File: src/hdl/huff_pkg.sv
// Shared types, constants and helper functions for the Huffman encoder bit packer.
package huff_pkg;

	localparam int MAX_CODE_LEN = 32;
	localparam int BYTE_W = 8;
	localparam int SYM_W = 8;
	localparam int NUM_SYM = 256;
	localparam int CODE_W = 32;
	localparam int LEN_W = 6;
	localparam int PEND_W = BYTE_W - 1;
	localparam int CNT_W = $clog2(BYTE_W);
	localparam int ENTRY_W = CODE_W + LEN_W;
	localparam int STREAM_W = PEND_W + MAX_CODE_LEN;
	localparam int MAX_BYTES = (PEND_W + MAX_CODE_LEN) / BYTE_W;
	localparam int GROUP_W = MAX_BYTES * BYTE_W;
	localparam int SHIFT_W = GROUP_W + BYTE_W;
	localparam int TOT_W = $clog2(STREAM_W + 1);
	localparam int SH_AMT_W = $clog2(SHIFT_W + 1);
	localparam int REM_W = $clog2(MAX_BYTES + 1);

	typedef enum logic [1:0] {
		CMD_LOAD   = 2'd0,
		CMD_ENCODE = 2'd1,
		CMD_FLUSH  = 2'd2
	} cmd_t;

	typedef struct packed {
		cmd_t              cmd;
		logic [SYM_W-1:0]  symbol;
		logic [CODE_W-1:0] code_bits;
		logic [LEN_W-1:0]  code_length;
	} req_t;

	typedef struct packed {
		logic [BYTE_W-1:0] out_byte;
		logic              last_of_run;
	} res_t;

	typedef struct packed {
		logic              vld;
		cmd_t              cmd;
		logic [CODE_W-1:0] bits;
		logic [LEN_W-1:0]  len;
	} look_t;

	// Saturates the length and drops code bits above it before the entry is stored.
	function automatic logic [ENTRY_W-1:0] make_entry(input logic [CODE_W-1:0] bits,
		input logic [LEN_W-1:0] len);
		logic [LEN_W-1:0]  l;
		logic [CODE_W-1:0] m;
		l = (len > LEN_W'(MAX_CODE_LEN)) ? LEN_W'(MAX_CODE_LEN) : len;
		if (l < LEN_W'(CODE_W)) begin
			m = bits & ((CODE_W'(1) << l) - CODE_W'(1));
		end else begin
			m = bits;
		end
		return {m, l};
	endfunction

endpackage

File: src/hdl/huff_pack.sv
// Bit packer with pending-bit state and the output byte queue.
module huff_pack (
	input  logic            clk,
	input  logic            arst_n,
	input  huff_pkg::look_t look,
	output logic            adv,
	output huff_pkg::res_t  res,
	output logic            res_valid,
	input  logic            res_ready
);

	import huff_pkg::*;

	logic [PEND_W-1:0]   pend_q;
	logic [CNT_W-1:0]    cnt_q;
	logic [GROUP_W-1:0]  grp_q;
	logic [REM_W-1:0]    rem_q;
	logic [LEN_W-1:0]    eff_len;
	logic [CODE_W-1:0]   word;
	logic [STREAM_W-1:0] v;
	logic [TOT_W-1:0]    tot;
	logic [REM_W-1:0]    nbytes;
	logic [CNT_W-1:0]    new_cnt;
	logic [SHIFT_W-1:0]  x;
	logic [PEND_W-1:0]   new_pend;
	logic [BYTE_W-1:0]   keep_mask;
	logic                grp_free;
	logic                pop;

	always_comb begin
		case (look.cmd)
			CMD_ENCODE: begin
				eff_len = look.len;
				word = look.bits;
			end
			CMD_FLUSH: begin
				eff_len = (cnt_q == '0) ? '0 : LEN_W'(BYTE_W) - LEN_W'(cnt_q);
				word = '0;
			end
			default: begin
				eff_len = '0;
				word = '0;
			end
		endcase
		v = (STREAM_W'(pend_q) << eff_len) | STREAM_W'(word);
		tot = TOT_W'(cnt_q) + TOT_W'(eff_len);
		nbytes = REM_W'(tot[TOT_W-1:CNT_W]);
		new_cnt = tot[CNT_W-1:0];
		x = SHIFT_W'(v) << (SH_AMT_W'(SHIFT_W) - SH_AMT_W'(tot));
		keep_mask = (BYTE_W'(1) << new_cnt) - BYTE_W'(1);
		new_pend = v[PEND_W-1:0] & keep_mask[PEND_W-1:0];
	end

	assign pop = res_valid && res_ready;
	assign grp_free = (rem_q == '0) || ((rem_q == REM_W'(1)) && res_ready);
	assign adv = look.vld && ((nbytes == '0) || grp_free);

	always_ff @(posedge clk or negedge arst_n) begin
		if (!arst_n) begin
			pend_q <= '0;
			cnt_q <= '0;
			rem_q <= '0;
		end else begin
			if (adv) begin
				pend_q <= new_pend;
				cnt_q <= new_cnt;
			end
			if (adv && (nbytes != '0)) begin
				rem_q <= nbytes;
			end else if (pop) begin
				rem_q <= rem_q - REM_W'(1);
			end
		end
	end

	always_ff @(posedge clk) begin
		if (adv && (nbytes != '0)) begin
			grp_q <= x[SHIFT_W-1 -: GROUP_W];
		end else if (pop) begin
			grp_q <= grp_q << BYTE_W;
		end
	end

	assign res_valid = (rem_q != '0);
	assign res.out_byte = grp_q[GROUP_W-1 -: BYTE_W];
	assign res.last_of_run = (rem_q == REM_W'(1));

endmodule

File: config.mk
export PLATFORM = sky130hd
export DESIGN_NAME = huff_pack
export DESIGN_NICKNAME = d
export VERILOG_FILES = /design/src/hdl/huff_pkg.sv /design/src/hdl/huff_pack.sv
export SDC_FILE = /design/constraint.sdc
export NUM_CORES = 1
export LEC_CHECK = 0
export BUFFER_PORTS_ARGS = -buffer_cell sky130_fd_sc_hd__buf_2
export CORE_MARGIN = 8
export CORE_UTILIZATION = 30
export CTS_CLUSTER_DIAMETER = 150
export DETAILED_ROUTE_END_ITERATION = 16
export SETUP_SLACK_MARGIN = 0.5
export SYNTH_ARGS = -nofsm -noshare
export SYNTH_HDL_FRONTEND = slang
export SYNTH_SLANG_ARGS = --single-unit
File: constraint.sdc
create_clock -name clk -period 11.6 [get_ports clk]
set_input_delay 0.58 -clock clk [delete_from_list [all_inputs] [get_ports clk]]
set_output_delay 0.58 -clock clk [all_outputs]
set_load 0.01 [all_outputs]
==> flow_summary.ini, run 1 <==
[routing]
first_iter_violations = 1053
vias = 7283
totalWireLength_mm = 25.4
drc = 0
antenna_left = 0
via_per_inst = 6.39
wl_per_cell_um = 22.3
drt-pass1-iter-count = 6

[global_route]
grt_max_degree = 53
met3_usage_pct = 3.68
met2_usage_pct = 27.1
grt_pass1_wl_mm = 39.4
gr-total-overflow = 0
first_global_vias = 6633
antenna_found_initial = 0
track_usage_pct = 18.6
use_met1_pct = 26.3
busiest_layer = met2

[synthesis]
syn_area_um2 = 6540
ys_top_cells_by_count = 93 x nand2_1, 89 x nor2_1, 81 x o21ai_0
yosysTopAreaCell = edfxtp_1
postSynthCellCount = 851
yosysMostFrequentCell = nand2_1
synthTopCellsByArea = edfxtp_1 15%, mux4_2 6.9%, o21ai_0 6.2%, nand2_1 5.3%, mux2i_1 5.2%
synth_ff_type = edfxtp_1
avgSynthCellArea_um2 = 7.69
ys_seq_elements = 45
yosysSeqAreaShare_pct = 19.7
synth_nets = 912
synth_cell_types = 80
yosys_warnings = 0
synth_top_area_share_pct = 14.7
synth_edf_count = 32
async_flop_share_pct = 28.9

[sta]
drv_slew = 0
hold_ws_ns = 0.159
relSlewSlack_pct = 37.2
finalSetupTns_ns = 0
rsz0062_at_grt = false
period_needed_ns = 6.49
tightest_slew_ns = 0.933
fmaxAchievable_mhz = 154
finalClockSkew_ns = 0.00894
period_share_pct = 56.0
finalHoldViolCount = 0
setup_viol = 0

[power]
p_sw_share_pct = 56.8
p_sw_uw = 1240
powerDensity_nw_per_um2 = 306
power.total_uw = 2180
vdd_ir_drop_max_v = 0.000205
pwr-share-comb_pct = 81.0
p_clk_share_pct = 6.5
p_leak_uw = 0.00264
p_seq_share_pct = 12.4
intPower_uw = 942

[clock_network]
clock_path_buffers = 2
cts.repair.resized = 0
path_clk_slew_ns = 0.07
cts_tree = done
clkLatencyLatePin_ns = 0.30
cts_root_buf = clkbuf_16
cts_made_buffers = 5
h-tree-depth = 2
cts_num_sinks = 45
cts_setup_buffers = 0
hold_buffers = 0

[worst_setup_path]
r2r_start = cnt_q[1]
reg2regPathDepth = 21
r2r-end = grp_q[31]
cp-start-kind = register
path_max_fanout = 47
criticalPathCategory = reg2reg
end_kind = register
required_ns = 11.65
cp_data_arrival_time_ns = 6.55
ff2ff_setup_slack_ns = 5.11

[hold_path]
hp-class = in2async

[placement]
port_buffers = 54
dpl_cell_area_um2 = 6980
dp_hpwl_mm = 19.5
place_congestion = 1.02

[floorplanning]
start_util_pct = 30.2
coreArea_um2 = 21600
num_io_pins = 55
die_h_um = 164
rows = 54
die_width_um = 164
die_area_um2 = 26800

[status]
status = finished, final reports clean

[layout]
drive_gt1_share_pct = 15.0
fin_area_um2 = 7120
area_growth_pct = 8.92
fillers = 2331
final_nets = 920
antennaDiodeCount = 0

[flow_run]
maxCapViolCount = 0
==> state kept, by name, indices dropped and copies added (netlist names) <==
| signal | count |
|---|---|
| grp_q | 32 |
| pend_q | 7 |
| cnt_q | 3 |
| rem_q | 3 |
==> layout by cell type (no fill, tap or decap), types with 6 or more instances in the layout <==
cell type and instances:
nand2_1 93, ha_1 15, a22o_1 8, o211ai_1 14, nand3b_1 6, nor3_1 17, buf_4 14, o221ai_1 6
dfrtp_1 13, mux2_2 14, a211oi_1 15, a31oi_1 21, nor4_1 6, a22oi_1 20, o21ai_0 80, mux2i_1 34
edfxtp_1 32, nand2b_1 6, nor2b_1 10, a21oi_1 41, buf_2 54, and2_1 11, nor2_1 89, o21a_1 9
mux4_2 20, a221oi_1 6, inv_1 22, o21ai_1 10, xnor2_1 7, nand3_1 34, o31ai_1 11
==> worst max path at each step <==
stage,depth (start not counted),end,start
6_report,21,grp_q[31],cnt_q[1]
5_1_grt,21,grp_q[31],cnt_q[1]
4_1_cts,21,grp_q[31],cnt_q[1]
3_5_place_dp,21,grp_q[19],look[39]
3_3_place_gp,21,grp_q[19],look[39]
2_1_floorplan,21,grp_q[20],cnt_q[1]
==> power groups by stage <==
stage	logic, uW	registers, uW	clock network [uW]
final	1770	271	143
after global routing	1890	276	153
after CTS	1710	270	149
after detailed placement	1700	272	0
after global placement	1710	273	0
after floorplan	1300	253	0
==> worst max-delay path, cell delays in order, from the launching register on <==
cell      delay, ns
dfrtp_1        0.47
inv_1          0.18
ha_1           0.18
ha_1           0.26
and3b_1        0.34
o21ai_2        0.39
inv_1          0.19
ha_2           0.36
buf_4          0.47
inv_1          0.13
buf_4          0.32
ha_1           0.37
buf_4          0.40
clkinv_1       0.12
buf_4          0.29
nor3_1         0.22
o21ai_0        0.25
mux2i_1        0.47
mux2i_1        0.26
nand3_1        0.15
o21ai_0        0.09
a32o_1         0.28
==> layer usage <==
metal	wire (um)	up-vias
li1	-	3294
met1	11200	3410
met2	10800	508
met3	2440	71
met4	967	0
met5	0	-
==> per-stage QoR <==
| stage | utilization [%] | instances | setup slack [ns] |
|---|---|---|---|
| final | 32.9 | 1140 | 5.11 |
| after global routing | 32.9 | 1140 | 4.78 |
| after CTS | 32.9 | 1140 | 5.23 |
| after detailed placement | 32.3 | 1132 | 5.02 |
| after global placement | 32.3 | 1132 | 5.01 |
| after floorplan | - | 851 | 5.69 |
==> cells by family after synthesis <==
kind of cell	synth area share [%]
flip-flops	19.7
adder cells (fa/ha/maj)	3.41
AND/OR/NAND/NOR	21.6
multiplexers	15.0
AO/OA/AOI/OAI	32.8
buffers and inverters	6.03
XOR/XNOR	1.61
==> cell type report <==
| class | count | area [um2] | area share [%] |
|---|---|---|---|
| clock buffer | 5 | 125 | 1.76 |
| clock inverter | 3 | 16.3 | 0.228 |
| inverter | 24 | 90.1 | 1.26 |
| multi-input combinational | 715 | 4880 | 68.5 |
| sequential | 45 | 1290 | 18.1 |
| tap | 280 | 350 | 4.92 |
| timing repair buffer | 68 | 375 | 5.27 |
(Power assumes the default switching activity.)
==> inputs of run 2 (changes only) <==
Settings changed: ABC_AREA set to 1.
Clock period 11.6 ns to 6.7 ns, I/O delays scaled along.
==> run 2 against run 1 <==
Total power up 69%. Clock power rose by 130%. Flip-flop and latch count unchanged. Fmax grew 25%. Largest power group unchanged. Worst hold slack better by 0.30 ns. Synthesized cell count increased by 15%. Combinational power is 64% higher. Via count is 7.6% lower. Clock-buffer cell count unchanged.
==> flow_summary.ini, run 2 <==
[worst_setup_path]
cp_num_buf_inv = 5
critical-path-max-stage-delay_ns = 0.91
criticalPathCategory = reg2reg
path_common_cell = ha_1
path_cells = inv_1, ha_1, ha_1, nor2_1, nand2_1, nand2_2, ha_1, buf_4, clkinv_1, ha_1, ha_1, buf_4, inv_1, nand3_1, nand2_1, nand2_1, nand3_1, nand3_1, nor2_1, nor2_1
path_max_fanout = 42
worst_path_dominant_cell_family = buffers and inverters
slowest_stage = inv_1
cp_data_arrival_time_ns = 5.25
cp-start-kind = register
end_kind = register
required_ns = 6.75

[routing]
via_per_inst = 5.39
totalWireLength_mm = 21.0
drc = 0
first_iter_violations = 793
vias = 6728
wl_per_cell_um = 16.8
drt-pass1-iter-count = 6
antenna_left = 0

[sta]
rsz0062_at_grt = false
fmaxAchievable_mhz = 192
period_share_pct = 77.6
finalHoldViolCount = 0
finalClockSkew_ns = 0.00477
finalSetupTns_ns = 0
hold_ws_ns = 0.460
period_needed_ns = 5.20
drv_slew = 0
setup_viol = 0
fin_ws_ns = 1.50
tightest_slew_ns = 1.20
relSlewSlack_pct = 19.9

[power]
vdd_ir_drop_max_v = 0.000298
p_leak_uw = 0.00307
powerDensity_nw_per_um2 = 571

[synthesis]
yosysMostFrequentCell = nand3_1
synth_edf_count = 32
ys_top_cells_by_count = 309 x nand3_1, 289 x nand2_1, 55 x inv_1
synthTopCellsByArea = nand3_1 26%, nand2_1 18%, edfxtp_1 16%, dfrtp_1 5.5%, ha_1 3.6%
yosysSeqAreaShare_pct = 21.9
postSynthCellCount = 975
async_flop_share_pct = 28.9
synth_cell_types = 40
yosys_warnings = 0
yosysTopAreaCell = nand3_1
ys_seq_elements = 45
synth_ff_type = edfxtp_1
synth_top_area_share_pct = 26.3
avgSynthCellArea_um2 = 6.02
synth_nets = 1036
syn_area_um2 = 5870

[global_route]
track_usage_pct = 17.4
first_global_vias = 6381
antenna_found_initial = 0
grt_pass1_wl_mm = 34.0
grt_max_degree = 43
gr-total-overflow = 0

[placement]
place_congestion = 0.933
dp_hpwl_mm = 16.5
dpl_worst_slack_ns = 1.57
port_buffers = 54
dpl_cell_area_um2 = 6250

[layout]
regArea_um2 = 1290
final_nets = 1044
drive_gt1_share_pct = 11.8
antennaDiodeCount = 0
utilization_pct = 33.4
area_growth_pct = 9.89
layout_commonest_cell = nand3_1
reg_top3 = grp_q (32), pend_q (7)
multi_input_area_um2 = 4020
regMostFlops = grp_q
fin_area_um2 = 6450
final_cell_mix = 309 x nand3_1, 289 x nand2_1, 55 x inv_1, 54 x buf_2, 35 x nor2_1
fillers = 2145
largest_register_ffs = 32

[clock_network]
cts_num_sinks = 45
path_clk_slew_ns = 0.07
cts_tree = done
hold_buffers = 1
cts_made_buffers = 5
cts.repair.resized = 0
clock_path_buffers = 2
clkLatencyLatePin_ns = 0.29
cts_root_buf = clkbuf_16
h-tree-depth = 2
cts_setup_buffers = 0

[flow_run]
maxCapViolCount = 0

[floorplanning]
die_area_um2 = 24300
die_h_um = 156
die_width_um = 156
start_util_pct = 30.4
num_io_pins = 55
rows = 51
coreArea_um2 = 19300

[hold_path]
hp-class = in2async

[status]
status = finished, final reports clean
run 2: cell types whose count changed in the layout (fill, tap and decap cells not counted), sizes merged, moves of 34 or more:
cell,delta
nor2,-48
inv,+47
nand3,+279
o21ai,-68
mux2i,-34
nand2,+207
run 2: kinds of logic (layout without fill, tap and decap cells):
logic type	count (synthesis)	after routing	share of synthesized area, %
xor+xnor	6	6	1.22
compound gates	82	82	8.97
buf+inv	134	143	9.55
fa+ha+maj	17	17	3.62
flops	45	45	21.9
simple gates	691	691	54.7
run 2: per-layer routing:
layer  global-route usage [%]  wire length [um]  part of all wire (%)  vias to the layer above
met3                     3.21              1540                   7.3                       31
met1                     24.1              9820                    47                     3078
met2                     26.6              9160                    44                      261
met5                        0                 0                     0                        -
li1                         -                 -                     -                     3358
met4                     5.59               481                   2.3                        0
run 2: layout make-up:
type / instances / share of cell area, %
Multi-Input combinational cell: 796 / 62.4
Sequential cell: 45 / 19.9
Timing Repair Buffer: 63 / 5.28
Tap cell: 265 / 5.14
Inverter: 72 / 4.27
Clock buffer: 5 / 1.94
Clock inverter: 3 / 1.07
run 2: worst reg2reg max path, cell delays in order, from the launching register on:
cell and delay [ns]:
dfrtp_1 0.44, inv_1 0.10, ha_1 0.14, ha_1 0.18, nor2_1 0.06, nand2_1 0.15
nand2_2 0.13, ha_1 0.29, buf_4 0.39, clkinv_1 0.35, ha_1 0.34, ha_1 0.29
buf_4 0.26, inv_1 0.92, nand3_1 0.20, nand2_1 0.18, nand2_1 0.07, nand3_1 0.12
nand3_1 0.09, nor2_1 0.18, nor2_1 0.06
run 2: path summary, 6_finish.rpt:
path	start	endpoint	slack, ns	cells after the start
worst max-delay path	cnt_q[0]	grp_q[30]	1.50	20
worst min register to register	grp_q[6]	grp_q[14]	0.51	2
max in group asynchronous	arst_n	cnt_q[2]	6.01	2
worst min-delay path	arst_n	pend_q[6]	0.46	2
min in group clk	look[12]	pend_q[6]	0.50	5
worst max register to register	cnt_q[0]	grp_q[30]	1.50	20
run 2: per-stage QoR:
stage	total power, uW	std cells
6_report	3680	1249
5_1_grt	4040	1249
4_1_cts	3610	1249
3_5_place_dp	3260	1240
3_3_place_gp	3250	1240
2_1_floorplan	2610	975
run 2: report_power, final:
| group | switching (uW) | internal (uW) | total (uW) | leakage [uW] |
|---|---|---|---|---|
| sequential | 53.6 | 389 | 443 | 0.000486 |
| clock | 115 | 215 | 331 | 0.0000944 |
| combinational | 2060 | 846 | 2910 | 0.00249 |
==> inputs of run 3 (changes only) <==
Clock period 6.7 ns to 5 ns, I/O delays scaled along.
==> run 3 against run 2 <==
Via count hardly changed. Register-to-register slack worse by 0.60 ns. Clock power hardly changed. Clock skew is 0.00052 ns lower. Worst hold slack worse by 0.075 ns. Non-clock buffer count is 4 higher. Flip-flop and latch count stayed put. Clock-buffer cell count stayed put. Largest cell class unchanged. Global-route usage hardly changed. Wire length is 1.2% higher.
==> flow_summary.ini, run 3 (same netlist as run 2, synthesis figures left out) <==
[status]
status = finished, final reports clean

[flow_run]
maxCapViolCount = 0

[sta]
period_needed_ns = 4.15
rsz0062_at_grt = false
finalClockSkew_ns = 0.00425
finalHoldViolCount = 0
drv_slew = 0
finalSetupTns_ns = 0
relSlewSlack_pct = 35.7
tightest_slew_ns = 0.961
setup_viol = 0
fmaxAchievable_mhz = 241
period_share_pct = 82.9

[layout]
layout_commonest_cell = nand3_1
fin_area_um2 = 6440
regMostFlops = grp_q
final_cell_mix = 309 x nand3_1, 289 x nand2_1, 55 x inv_1, 54 x buf_2, 35 x nor2_1
area_growth_pct = 9.72
final_nets = 1049
fillers = 2181
fin_cells = 1254
reg_top3 = grp_q (32), pend_q (7)
drive_gt1_share_pct = 12.2
antennaDiodeCount = 0
largest_register_ffs = 32

[routing]
wl_per_cell_um = 16.9
drc = 0
antenna_left = 0
first_iter_violations = 788
totalWireLength_mm = 21.2
via_per_inst = 5.36
vias = 6726
drt-pass1-iter-count = 5

[placement]
dp_hpwl_mm = 16.5
place_congestion = 0.955
dp.cells = 1244
dpl_cell_area_um2 = 6280
port_buffers = 54

[clock_network]
clock_path_buffers = 2
cts_root_buf = clkbuf_16
cts_made_buffers = 5
clkLatencyLatePin_ns = 0.29
cts_tree = done
cts_num_sinks = 45
cts_setup_buffers = 0
path_clk_slew_ns = 0.07
h-tree-depth = 2

[worst_setup_path]
path_max_fanout = 19
end_kind = primary output
criticalPathCategory = reg2out
required_ns = 4.75
cp-start-kind = register
cp_data_arrival_time_ns = 3.90

[floorplanning]
num_io_pins = 55
die_width_um = 156
rows = 51
coreArea_um2 = 19300
die_h_um = 156
die_area_um2 = 24300
start_util_pct = 30.4

[global_route]
first_global_vias = 6311
antenna_found_initial = 0
grt_pass1_wl_mm = 33.8
track_usage_pct = 17.3
gr-total-overflow = 0
grt_max_degree = 43

[power]
vdd_ir_drop_max_v = 0.000395
intPower_uw = 1870
p_sw_uw = 2980
p_leak_uw = 0.00307
pwr-share-comb_pct = 80.9
p_sw_share_pct = 61.5
powerDensity_nw_per_um2 = 752
p_seq_share_pct = 12.2
p_clk_share_pct = 6.8

[hold_path]
hp-class = in2async
run 3: timing repair:
item / 4_1_cts / 5_1_grt
endpoints found under the setup margin: 0 / 50
gates resized for setup: 0 / 1
hold endpoints to repair: 13 / 0
hold buffers: 1 / 0
run 3: area by class of cell:
type / count / area [um2] / share of cell area (%)
tap: 265 / 332 / 5.15
sequential: 45 / 1290 / 20.0
inverter: 72 / 275 / 4.27
clock inverter: 3 / 17.5 / 0.272
multi-input combinational: 797 / 4040 / 62.6
timing repair buffer: 67 / 370 / 5.75
clock buffer: 5 / 125 / 1.94
run 3: worst paths after layout:
check | start | end | slack, ns | cells past startpoint
worst max-delay path | cnt_q[0] | adv | 0.85 | 18
worst min-delay path | arst_n | pend_q[6] | 0.39 | 2
max in group asynchronous | arst_n | cnt_q[2] | 4.38 | 2
min in group clk | res_ready | rem_q[0] | 0.39 | 5
worst min register to register | grp_q[15] | grp_q[23] | 0.52 | 2
worst max register to register | cnt_q[0] | grp_q[26] | 0.90 | 23
run 3: critical path, stage by stage (launching register included):
cell and delay [ns]:
dfrtp_1 0.43, inv_1 0.08, ha_1 0.20, ha_1 0.27, nand2_1 0.06, and2_2 0.30
inv_2 0.21, ha_1 0.42, inv_1 0.09, o21ai_0 0.18, nand2_1 0.07, nand3_1 0.16
o21ai_4 0.10, nor2_1 0.12, inv_2 0.09, nand2_1 0.06, nand2_1 0.35, inv_1 0.23
buf_2 0.16
run 3: through the flow:
stage          hold slack (ns)  power, uW  setup slack (ns)  utilization, %
3_3_place_gp             0.158       4400             0.714            32.5
6_report                 0.385       4840             0.853            33.3
3_5_place_dp             0.160       4410             0.755            32.5
5_1_grt                  0.412       5330             0.501            33.3
2_1_floorplan          -0.0456       3490              1.22               -
4_1_cts                  0.377       4760             0.699            33.3
run 3: per-layer routing:
metal / track usage, % / part of all wire (%) / up-vias / wire [um]
met1: 24.2 / 47 / 3091 / 10000
li1: - / - / 3360 / -
met2: 27.1 / 45 / 245 / 9510
met5: 0 / 0 / - / 0
met4: 4.94 / 2.3 / 0 / 488
met3: 2.69 / 5.8 / 30 / 1240
run 3: power by group through the flow:
stage	registers [uW]	clock network, uW	logic (uW)
floorplan	567	0	2930
global placement	596	0	3810
detailed placement	596	0	3810
CTS	590	338	3830
global route	602	353	4380
finish	592	331	3920
